[config.mk]
export PLATFORM = sky130hd
export DESIGN_NAME = fmct_cell
export DESIGN_NICKNAME = d
export VERILOG_FILES = /design/src/rtl/fmct_pkg.sv /design/src/rtl/fmct_cell.sv
export SDC_FILE = /design/constraint.sdc
export NUM_CORES = 1
export LEC_CHECK = 0
export BUFFER_PORTS_ARGS = -buffer_cell sky130_fd_sc_hd__buf_2
export CELL_PAD_IN_SITES_DETAIL_PLACEMENT = 1
export CELL_PAD_IN_SITES_GLOBAL_PLACEMENT = 1
export CORE_MARGIN = 2
export CORE_UTILIZATION = 40
export DETAILED_ROUTE_END_ITERATION = 16
export PLACE_DENSITY_LB_ADDON = 0.1
export SLEW_MARGIN = 5
export SYNTH_ARGS = -nofsm -noshare
export SYNTH_HDL_FRONTEND = slang
export SYNTH_SLANG_ARGS = --single-unit
[constraint.sdc]
create_clock -name clk -period 7.8 [get_ports clk]
set_clock_uncertainty 0.2 [all_clocks]
set_input_delay 2.34 -clock clk [delete_from_list [all_inputs] [get_ports clk]]
set_output_delay 2.34 -clock clk [all_outputs]
set_load 0.05 [all_outputs]
[src/rtl/fmct_pkg.sv]
// ============================================================================
// fmct_pkg: shared types and constants for the fec mask coverage table
// Operation codes, controller states and the transaction token that walks
// the row of slot cells.
// ============================================================================
`default_nettype none

package fmct_pkg;

  localparam int DEF_ENTRIES = 16;

  localparam int SEQ_W    = 32;
  localparam int MASK_W   = 16;
  localparam int HANDLE_W = 16;

  // slot index carried by a token, wide enough for the largest table
  localparam int SLOT_IDX_W = 8;

  // coverage window: offset 0, mask bits 1..16, continuation bits 17..32
  localparam int MASK_SPAN  = 16;
  localparam int COVER_SPAN = 32;

  typedef enum logic [1:0] {
    OP_INSERT = 2'd0,
    OP_GET    = 2'd1,
    OP_REMOVE = 2'd2,
    OP_CHECK  = 2'd3
  } op_t;

  typedef enum logic [1:0] {
    ST_IDLE,
    ST_DIVIDE,
    ST_LAUNCH,
    ST_SCAN
  } ctrl_state_t;

  typedef struct packed {
    logic                  valid;
    op_t                   op;
    logic [SEQ_W-1:0]      seq;
    logic [MASK_W-1:0]     mask;
    logic [MASK_W-1:0]     ext_mask;
    logic [HANDLE_W-1:0]   handle;
    logic [SLOT_IDX_W-1:0] idx;
    logic                  found;
    logic                  evicted;
    logic [HANDLE_W-1:0]   res_handle;
    logic [SEQ_W-1:0]      res_base;
  } token_t;

endpackage

`default_nettype wire

[src/rtl/fmct_cell.sv]
// ============================================================================
// fmct_cell: one slot of the coverage table
// Holds one record and passes the transaction token on to the next slot.
// ============================================================================
`default_nettype none

module fmct_cell
  import fmct_pkg::*;
#(
  parameter int ID = 0
) (
  input  wire logic   clk,
  input  wire logic   rst,
  input  wire token_t tok_in,
  output token_t      tok_out
);

  localparam logic [SLOT_IDX_W-1:0] MY_IDX = SLOT_IDX_W'(ID);

  logic                slot_valid;
  logic [SEQ_W-1:0]    slot_base;
  logic [MASK_W-1:0]   slot_mask;
  logic [MASK_W-1:0]   slot_ext_mask;
  logic [HANDLE_W-1:0] slot_handle;

  logic [SEQ_W-1:0]     diff;
  logic [COVER_SPAN:0]  cover_vec;
  logic                 hit;
  logic                 do_write;
  logic                 do_clear;
  token_t               tok_next;

  // offset from base selects a bit of {cont, mask, always-covered base}
  always_comb begin
    diff      = tok_in.seq - slot_base;
    cover_vec = {slot_ext_mask, slot_mask, 1'b1};
    hit       = (diff <= SEQ_W'(COVER_SPAN)) && cover_vec[diff[5:0]];
  end

  always_comb begin
    tok_next = tok_in;
    do_write = 1'b0;
    do_clear = 1'b0;
    if (tok_in.valid) begin
      if (tok_in.op == OP_INSERT) begin
        if (tok_in.idx == MY_IDX) begin
          do_write = 1'b1;
          if (slot_valid) begin
            tok_next.evicted    = 1'b1;
            tok_next.res_handle = slot_handle;
            tok_next.res_base   = slot_base;
          end
        end
      end else if (!tok_in.found && slot_valid && hit) begin
        tok_next.found = 1'b1;
        if (tok_in.op != OP_CHECK) begin
          tok_next.res_handle = slot_handle;
          tok_next.res_base   = slot_base;
        end
        do_clear = (tok_in.op == OP_REMOVE);
      end
    end
  end

  always_ff @(posedge clk) begin
    if (rst) begin
      slot_valid <= 1'b0;
    end else if (do_write) begin
      slot_valid <= 1'b1;
    end else if (do_clear) begin
      slot_valid <= 1'b0;
    end
  end

  always_ff @(posedge clk) begin
    if (do_write) begin
      slot_base     <= tok_in.seq;
      slot_mask     <= tok_in.mask;
      slot_ext_mask <= tok_in.ext_mask;
      slot_handle   <= tok_in.handle;
    end
  end

  always_ff @(posedge clk) begin
    if (rst) begin
      tok_out.valid <= 1'b0;
    end else begin
      tok_out <= tok_next;
    end
  end

endmodule

`default_nettype wire
* Word-level counts from Yosys, hierarchy flattened
Cells that the tools add are included.
W data, S select, Z words.
** Operators by class
- Add/subtract/negate cells :: 1
- Order comparisons :: 2
- Eq/ne operators :: 2
- Muxes and demuxes :: 19
- Reduce and logical (&&, ||, !) cells :: 7
** Operators with widths (count)
- $mux W48 :: 3
- $mux W49 :: 2
- $mux W50 :: 1
- $le A32 B6 Y1 const B :: 1
- $sub A32 B32 Y32 :: 1
- $mux W1 :: 12
- $logic_not A8 Y1 :: 1
- $lt A6 B7 Y1 const B :: 1
- $bmux W1 S6 :: 1
- $logic_and A1 B1 Y1 :: 3
- $eq A2 B2 Y1 const B :: 1
- $logic_not A2 Y1 :: 1
- $ne A2 B2 Y1 const B :: 1
- $reduce_bool A2 Y1 :: 1
- $logic_not A1 Y1 :: 1
** Storage, ports and cells
- Flip-flop bits (word level) :: 222
- Input port bits :: 143
- Output and inout bits :: 141
- Logic and storage cells :: 47

* Logic depth before layout (Yosys ltp)
- Depth in word-level cells :: 10
- Gate-level depth with buffers :: 15
- Depth with buffers taken out :: 12

* Least setup slack after synthesis
Ideal clock, no wire load.
- Kind :: input -> register
- From :: input port tok_in[52] (netlist name)
- To :: register tok_out[0] (netlist name), data pin
- Library setup time :: 0.264 ns
- Arrival time :: 6.209 ns
- Data required time :: 7.336 ns
- Slack :: 1.127 ns
- Stages :: 8
- Path buffers :: 2
- Cells stage by stage :: nor4_1 -> nand4b_1 -> nor4_1 -> clkbuf_1 -> nand2_1 -> clkbuf_1 -> nand2_1 -> o21ai_0
** RTL lines
- start: declaration :: line fmct_cell.sv:14 : input wire token_t tok_in,
- end signal: assignment :: line fmct_cell.sv:88 : tok_out <= tok_next;
- end: declaration :: line fmct_cell.sv:15 : output token_t tok_out

==> run metrics <==
Initial Util 40.7%; status finished clean; placer congestion estimate 0.868; critical path, cell by cell buf_2 -> inv_1 -> ha_1 -> fa_1 -> nand2b_1 -> a211oi_2 -> o211ai_1 -> a221oi_2 -> a221oi_1 -> xnor2_2 -> buf_4 -> nor2b_1 -> and4_2 -> buf_4 -> o21ai_0; WS Path Type input port to register; Reg2Reg Depth 13; Vias about 8800; Syn Std Cell Area 11000 um^2; Max Freq 156 MHz; Least-Margin Pin Slew 1.27 ns; ANT nets after route 0; most used cell, CP buf_4; sequential share of the synthesized area just over 60%; ys async rst share 0%; TritonCTS clock tree done; Iter 0 DRT Violations 681; Slew HR ~15%; row cnt 60; total power divided by cell area 228 nW/um^2; first-pass GRT wire length roughly 52000 um; die height 170 um; critical path fanouts, max 48; post-detail-place hpwl 24300 um; number of clock sinks 222; Cell variety after synth roughly 70; ys flop type edfxtp_1; GRT overflow 0; setup_tns 0 ns; Post-Synthesis Cells 926; worst hold start slot_handle[3]; layout net count 1359; crit path capture type register; Die X 170 um; Final Slew Violations 0; antenna violations before repair 1; clk_lat worst skew 0.54 ns; largest cells by area after synthesis edfxtp_1 60%, nand2_1 4.5%, a211oi_1 3.6%, ha_1 3.5%, a32oi_1 2.2%; RSZ-0062 raised after global routing false; routed len/inst 22.1 um; Clock Path Buffers 3; root buffer cell clkbuf_16; min cycle time layout between 6 and 7 ns; clk slew on worst S/H paths 0.06 ns; Setup Fix Bufs, Post-CTS 0; Critical Path AT roughly 6.6 ns; CP peak stage delay 0.59 ns; Ports about 280; Fin. Hold Viols 0; drt first pass iters 5; worst vdd ir 0.200 mV; worst hold path type register to register; FF-to-FF Start slot_base[0]; via/cell ratio 5.72; die area about 29000 um^2; worst reg2reg setup slack 2.88 ns; cts hold-fix bufs 0; FF+latch count, synth 222; CP Launch Type input port; fraction of layout cells with a size suffix above 1 30.3%; Lkg Pwr 5.33 nW; average cell area after synthesis ~12 um^2; vias in the first global route 8835; slowest CP cell xnor2_2; P&R area growth vs syn 23.3%; hold path depth 2; CTS buffer count 26; CTS resizes 0; Final Setup Violations 0; crit path from tok_in[106]; Max-Cap Viols 0; share of the synthesized area in the top cell type 60.2%; port bufs 283; overall routed net length between 30000 and 40000 um; fin crit share ~80%; GRT Total Usage 22.9%; top cells by count, synth 220 x edfxtp_1, 132 x nand2_1, 52 x a211oi_1; most frequent cell after synthesis edfxtp_1; Final Core Density 50.2%; top cell type by total area after synthesis edfxtp_1; Ys Warns 0; Worst Path Required 7.96 ns; drt drc 0; Syn Nets 1101; number of flops mapped to enable cells by yosys 220; largest net degree at the start of global routing 99; CTS HTree Levels 1; core footprint 27000 um^2
-- worst paths after layout --
check                      to
setup / recovery   tok_out[4]
hold / removal    tok_out[35]
setup reg to reg   tok_out[4]
hold reg to reg   tok_out[35]
-- power by group --
group / internal [mW] / switching, mW / leakage [nW]
Clock: 0.679 / 0.499 / 0.397
Sequential: 1.38 / 0.0148 / 2.11
Combinational: 0.126 / 0.388 / 2.82
-- sequential cells by signal, summed over array words and instances, names as in the netlist --
signal	count
tok_out	141
slot_base	32
slot_ext_mask	16
slot_handle	16
slot_mask	16
slot_valid	1
-- final cells by class --
cell class                      instances  area, um^2
Clock buffer                           29         662
Clock inverter                         19         164
Tap cell                              341         427
Multi-Input combinational cell        599        3970
Inverter                               40         155
Antenna cell                            1        2.50
Fill cell                            2915       13400
Timing Repair Buffer                  295        1510
Sequential cell                       222        6650
-- layer usage --
| layer | part of all wire [%] | global-route usage, % | vias to the layer above | wire length (um) |
|---|---|---|---|---|
| met2 | 49 | 39.3 | 282 | 16600 |
| met3 | 5.6 | 2.99 | 46 | 1910 |
| li1 | - | - | 4114 | - |
| met4 | 1.7 | 4.42 | 0 | 569 |
| met1 | 44 | 31.5 | 4401 | 15100 |
| met5 | 0 | 0 | - | 0 |
-- cell families (layout without fill, tap and decap cells) --
logic type,count (synthesis),count (layout),share of synthesized area [%]
AND/OR/NAND/NOR,263,263,11.4
adder cells (fa/ha/maj),32,32,3.72
multiplexers,17,17,2.42
other,0,1,0
AO/OA/AOI/OAI,275,275,17.0
flip-flops,222,222,60.6
buffers and inverters,105,383,3.91
XOR/XNOR,12,12,0.958
-- metrics by stage --
| step | worst slack (ns) | hold WS [ns] | power [mW] | cell area, um^2 | std cells |
|---|---|---|---|---|---|
| after floorplan | 1.13 | 0.339 | 1.77 | 11000 | 926 |
| after global placement | 1.14 | 0.353 | 1.92 | 12700 | 1497 |
| after detailed placement | 0.870 | 0.365 | 1.93 | 12700 | 1497 |
| after CTS | 1.44 | 0.377 | 3.12 | 13500 | 1545 |
| after global routing | 1.14 | 0.415 | 3.19 | 13500 | 1546 |
| final | 1.39 | 0.387 | 3.09 | 13500 | 1546 |
-- layout by cell type (no fill, tap or decap), drive strengths merged, types with 10 or more instances in the layout --
cell and n:
buf 295, edfxtp 220, nand2 132, o21ai 66, a211oi 53, inv 41
a21oi 40, nor2 40, ha 31, clkbuf 29, a32oi 28, a31oi 24
nand4 15, and3 13, clkinv 13, nor3 11, a21o 10
-- critical path, delay by kind of cell --
kind	cells	cell delay, ns
AO/OA/AOI/OAI	5	1.67
XOR/XNOR	1	0.59
adder cells (fa/ha/maj)	2	0.70
buffers and inverters	4	0.76
AND/OR/NAND/NOR	3	0.47
(Power assumes the default switching activity.)
