<file path="config.mk">
export PLATFORM = sky130hd
export DESIGN_NAME = fmct_rem_unit
export DESIGN_NICKNAME = d
export VERILOG_FILES = /design/src/rtl/fmct_pkg.sv /design/src/rtl/fmct_rem_unit.sv
export SDC_FILE = /design/constraint.sdc
export NUM_CORES = 1
export LEC_CHECK = 0
export BUFFER_PORTS_ARGS = -buffer_cell sky130_fd_sc_hd__buf_4
export CAP_MARGIN = 40
export CORE_MARGIN = 2
export CORE_UTILIZATION = 48
export CTS_BUF_LIST = sky130_fd_sc_hd__clkbuf_8
export DETAILED_ROUTE_END_ITERATION = 10
export HOLD_SLACK_MARGIN = 0.06
export PLACE_DENSITY = 0.86
export SYNTH_ARGS = -nofsm -noshare
export SYNTH_HDL_FRONTEND = slang
export SYNTH_SLANG_ARGS = --single-unit
</file>
<file path="constraint.sdc">
create_clock -name clk -period 2.6 [get_ports clk]
set_input_delay 0.13 -clock clk [delete_from_list [all_inputs] [get_ports clk]]
set_output_delay 0.13 -clock clk [all_outputs]
set_load 0.01 [all_outputs]
</file>
<file path="src/rtl/fmct_pkg.sv">
// ============================================================================
// fmct_pkg: shared types and constants for the fec mask coverage table
// Operation codes, controller states and the transaction token that walks
// the row of slot cells.
// ============================================================================
`default_nettype none

package fmct_pkg;

  localparam int DEF_ENTRIES = 16;

  localparam int SEQ_W    = 32;
  localparam int MASK_W   = 16;
  localparam int HANDLE_W = 16;

  // slot index carried by a token, wide enough for the largest table
  localparam int SLOT_IDX_W = 8;

  // coverage window: offset 0, mask bits 1..16, continuation bits 17..32
  localparam int MASK_SPAN  = 16;
  localparam int COVER_SPAN = 32;

  typedef enum logic [1:0] {
    OP_INSERT = 2'd0,
    OP_GET    = 2'd1,
    OP_REMOVE = 2'd2,
    OP_CHECK  = 2'd3
  } op_t;

  typedef enum logic [1:0] {
    ST_IDLE,
    ST_DIVIDE,
    ST_LAUNCH,
    ST_SCAN
  } ctrl_state_t;

  typedef struct packed {
    logic                  valid;
    op_t                   op;
    logic [SEQ_W-1:0]      seq;
    logic [MASK_W-1:0]     mask;
    logic [MASK_W-1:0]     ext_mask;
    logic [HANDLE_W-1:0]   handle;
    logic [SLOT_IDX_W-1:0] idx;
    logic                  found;
    logic                  evicted;
    logic [HANDLE_W-1:0]   res_handle;
    logic [SEQ_W-1:0]      res_base;
  } token_t;

endpackage

`default_nettype wire

</file>
<file path="src/rtl/fmct_rem_unit.sv">
// ============================================================================
// fmct_rem_unit: slot index of a base sequence number
// Remainder of a 32-bit value by ENTRIES through a reciprocal multiply,
// quotient registered first, remainder registered from it after.
// ============================================================================
`default_nettype none

module fmct_rem_unit
  import fmct_pkg::*;
#(
  parameter int ENTRIES = DEF_ENTRIES
) (
  input  wire logic                  clk,
  input  wire logic                  rst,
  input  wire logic                  start,
  input  wire logic [SEQ_W-1:0]      dividend,
  output logic                       busy,
  output logic [SLOT_IDX_W-1:0]      rem
);

  // quotient = x * ceil(2^(32+SH) / ENTRIES) >> (32+SH), exact for 32-bit x
  localparam int SH = $clog2(ENTRIES);

  function automatic logic [SEQ_W:0] recip_f(input int divisor, input int shift);
    logic [63:0] num;
    num = (64'd1 << (SEQ_W + shift)) + 64'(divisor) - 64'd1;
    return (SEQ_W + 1)'(num / 64'(divisor));
  endfunction

  localparam logic [SEQ_W:0]   RECIP = recip_f(ENTRIES, SH);
  localparam logic [SEQ_W-1:0] DIV_K = SEQ_W'(ENTRIES);

  logic                  stage;
  logic [SEQ_W-1:0]      x;
  logic [SEQ_W-1:0]      quot;
  logic [2*SEQ_W:0]      prod;
  logic [SEQ_W-1:0]      back;
  logic [SLOT_IDX_W-1:0] r;

  always_comb begin
    prod = (2*SEQ_W + 1)'(x) * (2*SEQ_W + 1)'(RECIP);
    // remainder is below ENTRIES, so wrapping at 32 bits is harmless
    back = x - quot * DIV_K;
  end

  always_ff @(posedge clk) begin
    if (rst) begin
      busy  <= 1'b0;
      stage <= 1'b0;
    end else if (start) begin
      busy  <= 1'b1;
      stage <= 1'b0;
    end else if (busy && !stage) begin
      stage <= 1'b1;
    end else if (busy) begin
      busy  <= 1'b0;
      stage <= 1'b0;
    end
  end

  always_ff @(posedge clk) begin
    if (start) begin
      x <= dividend;
    end
    if (busy && !stage) begin
      quot <= SEQ_W'(prod >> (SEQ_W + SH));
    end
    if (busy && stage) begin
      r <= SLOT_IDX_W'(back);
    end
  end

  assign rem = r;

endmodule

`default_nettype wire

</file>
Word level (Yosys, flattened, before mapping) --
Index checks and enable logic that the tools add are counted.
Operators by class: $add $sub $neg 1, eq/ne operators 1, muxes and demuxes 4, reduce and logical (&&, ||, !) cells 5
Operator list (count):
- $sub A8 B8 Y8 | 1
- $mux W1 | 4
- $logic_and A1 B1 Y1 | 2
- $ne A2 B2 Y1 const B | 1
- $reduce_bool A2 Y1 | 1
- $reduce_or A2 Y1 | 1
- $logic_not A1 Y1 | 1
Word-level totals: register bits after elaboration 22, output and inout port bits 9

Longest topological paths before layout --
depth in word-level cells 4, depth in mapped cells 5, mapped depth without buffers 5

Least setup slack after synthesis --
Ideal clock, no wire load.
path kind reg-to-reg, start register x[4], end register r[6] (netlist: rem[6]) (data pin), setup time 0.258 ns, data arrival time 1.102 ns, required time 2.342 ns, slack 1.240 ns, cell stages (with the launch flop) 6, buffers on the path 0, period minus slack after synthesis 1.360 ns, cells stage by stage edfxtp_1 -> inv_1 -> ha_1 -> inv_1 -> fa_1 -> xor2_1
Between the ends: word-level cells in the longest chain between the ends 1
Ends and longest elaborated chain:
- start, declared | RTL line fmct_rem_unit.sv:34 | logic [SEQ_W-1:0] x;
- start signal, assigned | RTL line fmct_rem_unit.sv:63 | x <= dividend;
- $sub A8 B8 Y8 | RTL line fmct_rem_unit.sv:43 | back = x - quot * DIV_K;
- net back[6] | RTL line fmct_rem_unit.sv:37 | logic [SEQ_W-1:0] back;
- end signal, assigned | RTL line fmct_rem_unit.sv:69 | r <= SLOT_IDX_W'(back);
- end, declared | RTL line fmct_rem_unit.sv:38 | logic [SLOT_IDX_W-1:0] r;
The timed path passes the listed nets, and every way through them passes these cells. A chain may end at the register's enable or synchronous reset.

Worst setup path after layout --
Ends and elaborated chain as after synthesis.

==> flow_metrics.env <==
export IMPL_wirelength_um=1200
export IMPL_synth_fa_ha_area_frac=0.0727
export IMPL_synth_top_area_share=0.758
export IMPL_p_leak_uw=0.000446
export IMPL_grt_max_degree=13
export IMPL_io_pins=44
export IMPL_rsz0062_at_grt="false"
export IMPL_worstSetupPathType="flip-flop to flip-flop"
export IMPL_pwr_density_cell_nw_per_um2=656
export IMPL_dr_pass1_iters=4
export IMPL_synth_nets=82
export IMPL_synth_area_leaders="edfxtp_1 76%, dfxtp_1 5.1%, ha_1 4.7%, fa_1 2.5%, inv_1 2.4%"
export IMPL_ys_types=14
export IMPL_period_share=0.567
export IMPL_min_period_ns=1.47
export IMPL_gp_congestion=0.682
export IMPL_hold_path_depth=2
export IMPL_post_cts_buffers=0
export IMPL_multi_input_area_um2=133
export IMPL_hold_path_startpoint="start"
export IMPL_hold_path_class="input port to flip-flop"
export IMPL_crit_fanout=2
export IMPL_cts_clk_slew_worst_paths_ns=0.07
export IMPL_cts_resized_gates=0
export IMPL_clockBufferDepth=2
export IMPL_arrival_ns=1.48
export IMPL_drtIter0Drc=6
export IMPL_yosysSeqAreaShare=0.809
export IMPL_dpl_worst_slack_ns=1.17
export IMPL_grt_overflow=0
export IMPL_vias=436
export IMPL_cts_root_buf="clkbuf_8"
export IMPL_r2r_setup_slack_ns=1.13
export IMPL_postCtsHoldBufs=9
export IMPL_critPathRequiredTime_ns=2.61
export IMPL_setup_viol=0
export IMPL_row_count=14
export IMPL_setup_tns_ns=0
export IMPL_crit_path_end_kind="flip-flop"
export IMPL_whs_endpoint="stage"
export IMPL_yosysTopAreaCell="edfxtp_1"
export IMPL_via_per_inst=4.79
export IMPL_cts_buffers_inserted=3
export IMPL_synth_top_family_by_area="adder cells"
export IMPL_seq_area_um2=641
export IMPL_status="completed"
export IMPL_initial_core_util=0.520
export IMPL_portBuffers=19
export IMPL_synth_seq_cells=22
export IMPL_core_um2=1520
export IMPL_start_kind="flip-flop"
export IMPL_clkSinkCount=22
export IMPL_slew_violations=0
export IMPL_grt_usage=0.147
export IMPL_fin_worst_skew_ns=0.000678
export IMPL_htreeDepth=1
export IMPL_vdd_ir_drop_max_mv=0.571
export IMPL_design_die_area_um2=1990
export IMPL_remaining_drc_errors=0
export IMPL_ff2ff_path_depth=5
export IMPL_n_fill_cell=96
export IMPL_finalHoldViolCount=0
export IMPL_grt_pass1_wl_um=1950
export IMPL_ys_warnings_count=0
export IMPL_wl_per_cell_um=13.2
export IMPL_grt_pass1_vias=445
export IMPL_synth_cells=43
export IMPL_syn2layout_area_growth_pct=38.9
export IMPL_synth_compound_area_frac=0.0126
export IMPL_die_w_um=44.6
export IMPL_synth_xor_area_share=0.0442
export IMPL_rr_startpoint="x[4]"
export IMPL_netlist_area_um2=792
export IMPL_muxShareOfSynthArea=0
export IMPL_drtAntennaViolNets=0
export IMPL_timing_rr_end="rem[6]"
export IMPL_worst_slack_ns=1.13
export IMPL_drive_gt1_frac=0.307
export IMPL_layout_nets=115
export IMPL_relSlewSlack=0.736
export IMPL_dpl_instance_area_um2=955
export IMPL_tritoncts="yes"
export IMPL_clock_latency_ns=0.25
export IMPL_timing_fmax_ghz=0.679
export IMPL_fin_util=0.722
export IMPL_worst_pin_slew_ns=0.396
export IMPL_maxCapViolCount=0
export IMPL_die_h_um=44.6
export IMPL_dp_hpwl_um=800
export IMPL_avgSynthCellArea_um2=18.4
export IMPL_yosys_area_share_simple=0.0379
export IMPL_design_area_um2=1100
export IMPL_n_antenna_cell=0
export IMPL_antenna_found_initial=0
-- sequential cells by signal, summed over array words and instances (netlist names) --
register  cells
busy          1
stage         1
x             8
rem           8
quot          4
-- layout by cell type, fill, tap and decap left out --
| master | instances |
|---|---|
| o21ai_1 | 1 |
| dlygate4sd3_1 | 9 |
| edfxtp_1 | 20 |
| ha_1 | 3 |
| a21oi_1 | 1 |
| fa_1 | 1 |
| and2b_1 | 1 |
| clkbuf_8 | 4 |
| nor3_1 | 1 |
| xnor2_1 | 2 |
| inv_1 | 5 |
| nor2_1 | 2 |
| dfxtp_1 | 2 |
| nand2_1 | 1 |
| xor2_1 | 2 |
| buf_4 | 19 |
| and2_1 | 1 |
-- area by class of cell --
| cell class | instances | share of cell area |
|---|---|---|
| clock buffer | 4 | 0.0501 |
| tap | 16 | 0.0182 |
| multi-input combinational | 16 | 0.121 |
| inverter | 5 | 0.0171 |
| timing repair buffer | 28 | 0.212 |
| sequential | 22 | 0.582 |
-- cell usage after synthesis, drive strengths merged --
master and count:
a21oi 1, and2 1, and2b 1, dfxtp 2, edfxtp 20, fa 1
ha 3, inv 5, nand2 1, nor2 2, nor3 1, o21ai 1
xnor2 2, xor2 2
-- where the power goes --
part	internal, uW	leakage (uW)	switching, uW
registers	411	0.000205	8.54
logic	37.6	0.000212	28.7
clock network	135	0.0000288	101
-- critical path: stages, from the launching register on --
cell	delay [ns]
edfxtp_1	0.39
inv_1	0.08
ha_1	0.17
inv_1	0.06
fa_1	0.37
xor2_1	0.15
-- metal layers --
layer  part of all wire  GRT usage
met5                  0          0
met4             0.0092     0.0727
met3              0.070     0.0327
met2               0.54      0.255
met1               0.38      0.169
-- worst max-delay path by stage --
stage | cells after the start | from | to | slack (ns)
floorplan | 5 | x[4] | rem[6] | 1.24
global placement | 5 | x[4] | rem[6] | 1.19
detailed placement | 5 | x[4] | rem[6] | 1.17
CTS | 5 | x[4] | rem[6] | 1.12
global route | 5 | x[4] | rem[6] | 1.04
finish | 5 | x[4] | rem[6] | 1.13
-- cells by family (layout without fill, tap and decap cells) --
| kind of cell | after synthesis | in the layout |
|---|---|---|
| flops | 22 | 22 |
| simple gates | 6 | 6 |
| buf+inv | 5 | 37 |
| fa+ha+maj | 4 | 4 |
| xor+xnor | 4 | 4 |
| compound gates | 2 | 2 |
-- per-stage QoR --
step	hold slack, ns	total power, uW	std cells
after CTS	0.142	724	91
after global routing	0.143	749	91
final	0.138	722	91
after global placement	0.296	476	78
after floorplan	0.202	454	43
after detailed placement	0.299	482	78
Note: power is estimated with default switching activity, not from simulation.
